$ cat config.mk
export PLATFORM = sky130hd
export DESIGN_NAME = stepper_position_command_controller_top
export DESIGN_NICKNAME = d
export VERILOG_FILES = /design/src/design/spcc_pkg.sv /design/src/design/spcc_cfg_regs.sv /design/src/design/spcc_step_logic.sv /design/src/design/stepper_position_command_controller_top.sv
export SDC_FILE = /design/constraint.sdc
export NUM_CORES = 1
export LEC_CHECK = 0
export ABC_AREA = 1
export BUFFER_PORTS_ARGS = -buffer_cell sky130_fd_sc_hd__buf_2
export CORE_MARGIN = 1
export CORE_UTILIZATION = 60
export CTS_CLUSTER_DIAMETER = 150
export CTS_CLUSTER_SIZE = 12
export DETAILED_ROUTE_END_ITERATION = 6
export GPL_ROUTABILITY_DRIVEN = 0
export PLACE_DENSITY = 0.79
export SLEW_MARGIN = 20
export SYNTH_ARGS = -nofsm -noshare
export SYNTH_HDL_FRONTEND = slang
export SYNTH_SLANG_ARGS = --single-unit
$ cat constraint.sdc
create_clock -name clk -period 9.8 [get_ports clk]
set_input_delay 0.98 -clock clk [delete_from_list [all_inputs] [get_ports clk]]
set_output_delay 0.98 -clock clk [all_outputs]
set_load 0.02 [all_outputs]
$ cat src/design/spcc_pkg.sv
// shared types, constants and drive tables of the stepper position command controller
// no dependencies
package spcc_pkg;

    localparam int unsigned POS_W = 16;
    localparam int unsigned CFG_INDEX_W = 3;

    // command codes (ascii)
    localparam logic [7:0] CMD_NONE   = 8'h00;
    localparam logic [7:0] CMD_UP     = 8'h55;
    localparam logic [7:0] CMD_DOWN   = 8'h44;
    localparam logic [7:0] CMD_OPEN   = 8'h4F;
    localparam logic [7:0] CMD_CLOSE  = 8'h43;
    localparam logic [7:0] CMD_HOME   = 8'h50;
    localparam logic [7:0] CMD_FLOOR1 = 8'h31;
    localparam logic [7:0] CMD_FLOOR2 = 8'h32;
    localparam logic [7:0] CMD_FLOOR3 = 8'h33;
    localparam logic [7:0] CMD_FLOOR4 = 8'h34;
    localparam logic [7:0] CMD_REPORT = 8'h21;

    // configuration register indexes
    localparam logic [CFG_INDEX_W-1:0] REG_FLOOR_ONE   = 3'd0;
    localparam logic [CFG_INDEX_W-1:0] REG_FLOOR_TWO   = 3'd1;
    localparam logic [CFG_INDEX_W-1:0] REG_FLOOR_THREE = 3'd2;
    localparam logic [CFG_INDEX_W-1:0] REG_FLOOR_FOUR  = 3'd3;
    localparam logic [CFG_INDEX_W-1:0] REG_HOME        = 3'd4;

    // reset values
    localparam logic [POS_W-1:0] FLOOR_ONE_RESET   = 16'd31093;
    localparam logic [POS_W-1:0] FLOOR_TWO_RESET   = 16'd31654;
    localparam logic [POS_W-1:0] FLOOR_THREE_RESET = 16'd32209;
    localparam logic [POS_W-1:0] FLOOR_FOUR_RESET  = 16'd32767;
    localparam logic [POS_W-1:0] HOME_RESET        = 16'd32767;
    localparam logic [POS_W-1:0] POSITION_RESET    = 16'd32767;

    typedef struct packed {
        logic       command_valid;
        logic [7:0] command_byte;
    } cmd_word_t;

    typedef struct packed {
        logic [7:0]       drive_pattern;
        logic [POS_W-1:0] cabin_position;
        logic             report;
    } result_word_t;

    typedef struct packed {
        logic [POS_W-1:0] floor_one_target;
        logic [POS_W-1:0] floor_two_target;
        logic [POS_W-1:0] floor_three_target;
        logic [POS_W-1:0] floor_four_target;
        logic [POS_W-1:0] home_position;
    } cfg_regs_t;

    typedef struct packed {
        logic [7:0]       held_command;
        logic [1:0]       door_phase;
        logic [1:0]       cabin_phase;
        logic [POS_W-1:0] position_count;
        logic [7:0]       drive_latch;
    } step_state_t;

    // cabin full-step phase pattern
    function automatic logic [3:0] full_phase(input logic [1:0] phase);
        logic [3:0] pat;
        case (phase)
            2'd0:    pat = 4'b1010;
            2'd1:    pat = 4'b0110;
            2'd2:    pat = 4'b0101;
            default: pat = 4'b1001;
        endcase
        return pat;
    endfunction

    // door wave-drive phase pattern
    function automatic logic [3:0] wave_phase(input logic [1:0] phase);
        logic [3:0] pat;
        case (phase)
            2'd0:    pat = 4'b1000;
            2'd1:    pat = 4'b0100;
            2'd2:    pat = 4'b0010;
            default: pat = 4'b0001;
        endcase
        return pat;
    endfunction

endpackage

$ cat src/design/spcc_cfg_regs.sv
// floor target and home position registers with write decode
// depends on spcc_pkg
module spcc_cfg_regs (
    input  logic                                clk,
    input  logic                                rst_n,
    input  logic                                wr_en,
    input  logic [spcc_pkg::CFG_INDEX_W-1:0]    wr_index,
    input  logic [spcc_pkg::POS_W-1:0]          wr_data,
    output spcc_pkg::cfg_regs_t                 regs
);
    import spcc_pkg::*;

    cfg_regs_t regs_reg;

    always_ff @(posedge clk or negedge rst_n)
    begin
        if (!rst_n)
        begin
            regs_reg.floor_one_target   <= FLOOR_ONE_RESET;
            regs_reg.floor_two_target   <= FLOOR_TWO_RESET;
            regs_reg.floor_three_target <= FLOOR_THREE_RESET;
            regs_reg.floor_four_target  <= FLOOR_FOUR_RESET;
            regs_reg.home_position      <= HOME_RESET;
        end
        else if (wr_en)
        begin
            // indexes past the last register are dropped
            case (wr_index)
                REG_FLOOR_ONE:   regs_reg.floor_one_target   <= wr_data;
                REG_FLOOR_TWO:   regs_reg.floor_two_target   <= wr_data;
                REG_FLOOR_THREE: regs_reg.floor_three_target <= wr_data;
                REG_FLOOR_FOUR:  regs_reg.floor_four_target  <= wr_data;
                REG_HOME:        regs_reg.home_position      <= wr_data;
                default:         ;
            endcase
        end
    end

    assign regs = regs_reg;

endmodule

$ cat src/design/spcc_step_logic.sv
// one tick of command decode, stepping, seek compare and report
// depends on spcc_pkg
module spcc_step_logic (
    input  spcc_pkg::step_state_t   state,
    input  spcc_pkg::cmd_word_t     cmd_word,
    input  spcc_pkg::cfg_regs_t     cfg,
    output spcc_pkg::step_state_t   state_next,
    output spcc_pkg::result_word_t  result
);
    import spcc_pkg::*;

    logic [7:0]       cmd;
    logic             cabin_step;
    logic             cabin_dir;
    logic             door_step;
    logic             door_dir;
    logic             seek_en;
    logic [POS_W-1:0] goal;
    logic             report;
    step_state_t      nxt;

    assign cmd = cmd_word.command_valid ? cmd_word.command_byte : state.held_command;

    always_comb
    begin
        nxt              = state;
        nxt.held_command = cmd;
        cabin_step       = 1'b0;
        cabin_dir        = 1'b0;
        door_step        = 1'b0;
        door_dir         = 1'b0;
        seek_en          = 1'b0;
        goal             = cfg.floor_one_target;
        report           = 1'b0;

        case (cmd)
            CMD_UP:
            begin
                cabin_step = 1'b1;
                cabin_dir  = 1'b1;
            end
            CMD_DOWN:   cabin_step = 1'b1;
            CMD_OPEN:
            begin
                door_step = 1'b1;
                door_dir  = 1'b1;
            end
            CMD_CLOSE:  door_step = 1'b1;
            CMD_HOME:   nxt.position_count = cfg.home_position;
            CMD_FLOOR1: seek_en = 1'b1;
            CMD_FLOOR2:
            begin
                seek_en = 1'b1;
                goal    = cfg.floor_two_target;
            end
            CMD_FLOOR3:
            begin
                seek_en = 1'b1;
                goal    = cfg.floor_three_target;
            end
            CMD_FLOOR4:
            begin
                seek_en = 1'b1;
                goal    = cfg.floor_four_target;
            end
            CMD_REPORT: report = 1'b1;
            default:    ;
        endcase

        // arrival turns the floor command into a report in the same tick
        if (seek_en)
        begin
            if (goal != state.position_count)
            begin
                cabin_step = 1'b1;
                cabin_dir  = goal > state.position_count;
            end
            else
            begin
                report = 1'b1;
            end
        end

        if (cabin_step)
        begin
            if (cabin_dir)
            begin
                nxt.cabin_phase    = state.cabin_phase + 2'd1;
                nxt.position_count = state.position_count + 16'd1;
            end
            else
            begin
                nxt.cabin_phase    = state.cabin_phase - 2'd1;
                nxt.position_count = state.position_count - 16'd1;
            end
        end

        if (door_step)
        begin
            nxt.door_phase = door_dir ? (state.door_phase + 2'd1)
                                      : (state.door_phase - 2'd1);
        end

        if (cabin_step || door_step)
        begin
            nxt.drive_latch = {full_phase(nxt.cabin_phase), wave_phase(nxt.door_phase)};
        end

        if (report)
        begin
            nxt.held_command = CMD_NONE;
        end
    end

    assign state_next            = nxt;
    assign result.drive_pattern  = nxt.drive_latch;
    assign result.cabin_position = nxt.position_count;
    assign result.report         = report;

endmodule

$ cat src/design/stepper_position_command_controller_top.sv
// top level of the stepper position command controller: input register, step state, result register
// depends on spcc_pkg, spcc_cfg_regs, spcc_step_logic
//
//  channel | direction | handshake              | word
//  in      | to block  | in_valid / in_stall    | command_valid, command_byte
//  out     | from      | out_valid / out_stall  | drive_pattern, cabin_position, report
//  cfg     | to block  | cfg_valid / cfg_ready  | cfg_index, cfg_data
//
// one word per cycle while out is not stalled; an accepted word is held in the input register,
// then in the result register, from which out presents it until it is taken
// the step decode is combinational between the input register and the result register
// reset clears the held command, phases and drive, loads position 32767 and the default targets
// a stalled result holds the input register, which then raises in_stall; cfg_ready is always high
module stepper_position_command_controller_top (
    input  logic                              clk,
    input  logic                              rst_n,
    input  logic                              in_valid,
    output logic                              in_stall,
    input  spcc_pkg::cmd_word_t               in_word,
    output logic                              out_valid,
    input  logic                              out_stall,
    output spcc_pkg::result_word_t            out_word,
    input  logic                              cfg_valid,
    output logic                              cfg_ready,
    input  logic [spcc_pkg::CFG_INDEX_W-1:0]  cfg_index,
    input  logic [spcc_pkg::POS_W-1:0]        cfg_data
);
    import spcc_pkg::*;

    logic         in_valid_reg;
    cmd_word_t    in_word_reg;
    logic         out_valid_reg;
    result_word_t out_word_reg;
    step_state_t  state_reg;
    step_state_t  state_next;
    result_word_t result;
    cfg_regs_t    cfg;
    logic         advance;

    assign cfg_ready = 1'b1;

    spcc_cfg_regs u_cfg (
        .clk      (clk),
        .rst_n    (rst_n),
        .wr_en    (cfg_valid && cfg_ready),
        .wr_index (cfg_index),
        .wr_data  (cfg_data),
        .regs     (cfg)
    );

    spcc_step_logic u_step (
        .state      (state_reg),
        .cmd_word   (in_word_reg),
        .cfg        (cfg),
        .state_next (state_next),
        .result     (result)
    );

    // the step commits only when the result register can take its word
    assign advance  = in_valid_reg && (!out_valid_reg || !out_stall);
    assign in_stall = in_valid_reg && !advance;

    always_ff @(posedge clk or negedge rst_n)
    begin
        if (!rst_n)
        begin
            in_valid_reg <= 1'b0;
        end
        else if (!in_stall)
        begin
            in_valid_reg <= in_valid;
        end
    end

    always_ff @(posedge clk)
    begin
        if (!in_stall)
        begin
            in_word_reg <= in_word;
        end
    end

    always_ff @(posedge clk or negedge rst_n)
    begin
        if (!rst_n)
        begin
            state_reg.held_command   <= CMD_NONE;
            state_reg.door_phase     <= 2'd0;
            state_reg.cabin_phase    <= 2'd0;
            state_reg.position_count <= POSITION_RESET;
            state_reg.drive_latch    <= 8'd0;
        end
        else if (advance)
        begin
            state_reg <= state_next;
        end
    end

    always_ff @(posedge clk or negedge rst_n)
    begin
        if (!rst_n)
        begin
            out_valid_reg <= 1'b0;
        end
        else if (advance)
        begin
            out_valid_reg <= 1'b1;
        end
        else if (!out_stall)
        begin
            out_valid_reg <= 1'b0;
        end
    end

    always_ff @(posedge clk)
    begin
        if (advance)
        begin
            out_word_reg <= result;
        end
    end

    assign out_valid = out_valid_reg;
    assign out_word  = out_word_reg;

endmodule

==> flow_summary_export.csv <==
group,metric,value,unit
sta,setup_viol,0,
cts,cts_tree,"done",
synth,yosys_most_used_dff,"dfstp_2",
global_routing,grt_overflow,0,
finish,largest_reg_flops,80,
global_routing,grt_pass1_wl,28400,um
synth,yosysWarnings,0,
floorplanning,fp.dieArea,13800,um^2
synth,syn_area,8020,um^2
cts,cts_buffers,17,
synth,synth_top_area_frac,0.246,
global_routing,grtUsageTotal,0.263,
critical_path,cp.required,9.99,ns
sta,slew_headroom,0.390,
placement,dp_hpwl,11400,um
critical_path,slowest_stage,"nand2_1",
synth,synth_edf_count,34,
global_routing,grt_start_max_net_pins,77,
finish,fin_nets,1030,
power_and_ir_drop,irDropWorstVdd,0.155,mV
synth,ys_ff_latch,152,
sta,fmax,177,MHz
sta,worst_pin_slew,0.915,ns
floorplanning,pin_count,61,
finish,fin_area,8990,um^2
critical_path,cpPeakStageDelay,0.65,ns
placement,port_buffers,59,
global_routing,antenna_found_initial,0,
floorplanning,die_x,118,um
synth,synth.avg_cell_area,8.75,um^2
finish,diodes,0,
detailed_routing,drt_pass1_iterations,5,
detailed_routing,top_layer,"met4",
sta,hold_violations,0,
detailed_routing,wl_per_cell,14.6,um
cts,postCtsSetupBuffers,0,
synth,synthTopCellsByCount,"nand2_1, o21ai_0, inv_1",
cts,cts-root-buf,"clkbuf_16",
synth,async_flop_share,0.776,
detailed_routing,drtIter0Drc,562,
finish,nFillCells,1006,
cts,cts.clk_slew.worst_paths,0.06,ns
sta,finalCritPeriodShare,0.576,
outcome,outcome,"complete, no violations",
detailed_routing,routed_wl,16700,um
run,drv_cap,0,
detailed_routing,ant_nets,0,
sta,period_needed,5.64,ns
placement,pre_cts_ws,4.20,ns
sta,fin_tns_setup,0,ns
cts,clk_latency,0.43,ns
placement,dpl_cell_area,8380,um^2
finish,final_cells,1146,
critical_path,worst_ep_arrival_time,5.83,ns
cts,h-tree-depth,4,
synth,synth.area.top_cells,"dfstp_2, nand2_1, dfrtp_1",
finish,drive_gt1_frac,0.235,
critical_path,crit_fanout,27,
synth,syn-num-nets,984,
critical_path,cp-start-kind,"register",
critical_path,path_class,"reg2reg",
detailed_routing,viasPerCell,5.38,
floorplanning,initial_core_util,0.625,
global_routing,grt_pass1_vias,5784,
floorplanning,rows,41,
sta,finalClockSkew,0.0144,ns
sta,setup_slack,4.16,ns
sta,grt_setup_unrepaired,"false",
min_path,hp-class,"reg2reg",
floorplanning,die_y,118,um
detailed_routing,remaining_drc_errors,0,
detailed_routing,met3_length,678,um
synth,yosysMostFrequentCell,"nand2_1",
synth,synth_cells,916,
critical_path,cp-end-kind,"register",
critical_path,cpMostUsedCell,"nand2_1",
floorplanning,fp.coreArea,12800,um^2
detailed_routing,num_vias,6166,
power_and_ir_drop,total_leakage_power,4.19,nW
cts,cts_hold_buf,0,
detailed_routing,wl_met1,8020,um
power_and_ir_drop,p_per_area,283,nW/um^2
finish,syn2layout_area_growth,12.1,%
placement,dpl.cell_count,1115,
cts,cts.sinks,152,
sta,holdWs,0.477,ns
detailed_routing,dr_wl_met2,7760,um
synth,synth.distinct_cells,49,
finish,utilization,0.701,
power_and_ir_drop,p_total,2.54,mW
sta,maxSlewViolCount,0,
cts,cts_buffer_depth,2,
synth,yosys.area.top_type,"dfstp_2",
synth,synth-seq-area-share,0.507,
cts,ctsResizeCount,0,
-- area by class of cell --
type,count,area (um^2),share of cell area
inverters,93,352,0.0391
repair buffers,61,313,0.0348
clock inverters,5,32.5,0.00362
clock buffers,26,551,0.0613
well taps,172,215,0.0239
flip-flops and latches,152,4070,0.453
multi-input cells,637,3460,0.385
-- placed cells by master (no fill, tap or decap), types with 3 or more instances in the layout --
cell type / count
clkbuf_16: 18
o21ai_1: 8
a21oi_1: 20
dfrtp_1: 43
nor3_1: 6
a41oi_1: 12
nand3_2: 10
nand2_2: 18
xor2_1: 5
buf_4: 3
xnor2_1: 6
ha_1: 34
o21ai_0: 112
nand3_1: 13
inv_1: 87
nor2_4: 3
o21ai_2: 12
a21o_1: 4
inv_2: 5
nor2_1: 31
o211ai_1: 9
dfstp_2: 75
buf_2: 58
o22ai_1: 3
edfxtp_1: 34
clkbuf_8: 7
o211ai_2: 3
nand4_1: 9
nand2_1: 297
-- power breakdown --
part           switching (mW)  internal, mW  leakage, nW
logic                   0.596         0.364         2.23
clock network           0.246         0.384        0.290
registers              0.0840         0.865         1.67
total                   0.926          1.61         4.19
-- worst max-delay path: cells and delay by family, from the launching register on --
family	cells	cell delay, ns
AND/OR/NAND/NOR	21	2.83
AO/OA/AOI/OAI	3	0.54
adder cells (fa/ha/maj)	2	0.65
buffers and inverters	4	0.62
XOR/XNOR	1	0.13
flip-flops	1	0.61
-- metal layers --
| layer | global-route usage | vias to the layer above |
|---|---|---|
| li1 | - | 3104 |
| met1 | 0.360 | 2903 |
| met2 | 0.418 | 139 |
| met3 | 0.0455 | 20 |
| met4 | 0.102 | 0 |
| met5 | 0 | - |
-- worst paths after layout --
check | end | startpoint | cells past startpoint | slack [ns]
min in group asynchronous | out_valid | rst_n | 1 | 0.55
max in group asynchronous | u_cfg.regs[52] | rst_n | 2 | 7.92
max reg2reg | out_word[13] | in_word_reg[8] | 31 | 4.16
max | out_word[13] | in_word_reg[8] | 31 | 4.16
min reg2reg | state_reg[3] | state_reg[3] | 2 | 0.48
min | state_reg[3] | state_reg[3] | 2 | 0.48
-- cells by family after synthesis --
kind of cell | Yosys count | share of synthesized area
simple gates | 398 | 0.211
compound gates | 190 | 0.143
flops | 152 | 0.507
buf+inv | 127 | 0.0654
fa+ha+maj | 35 | 0.0556
xor+xnor | 13 | 0.0175
other cells | 1 | 0.000468
No activity file was read; power rests on OpenSTA's default activity.
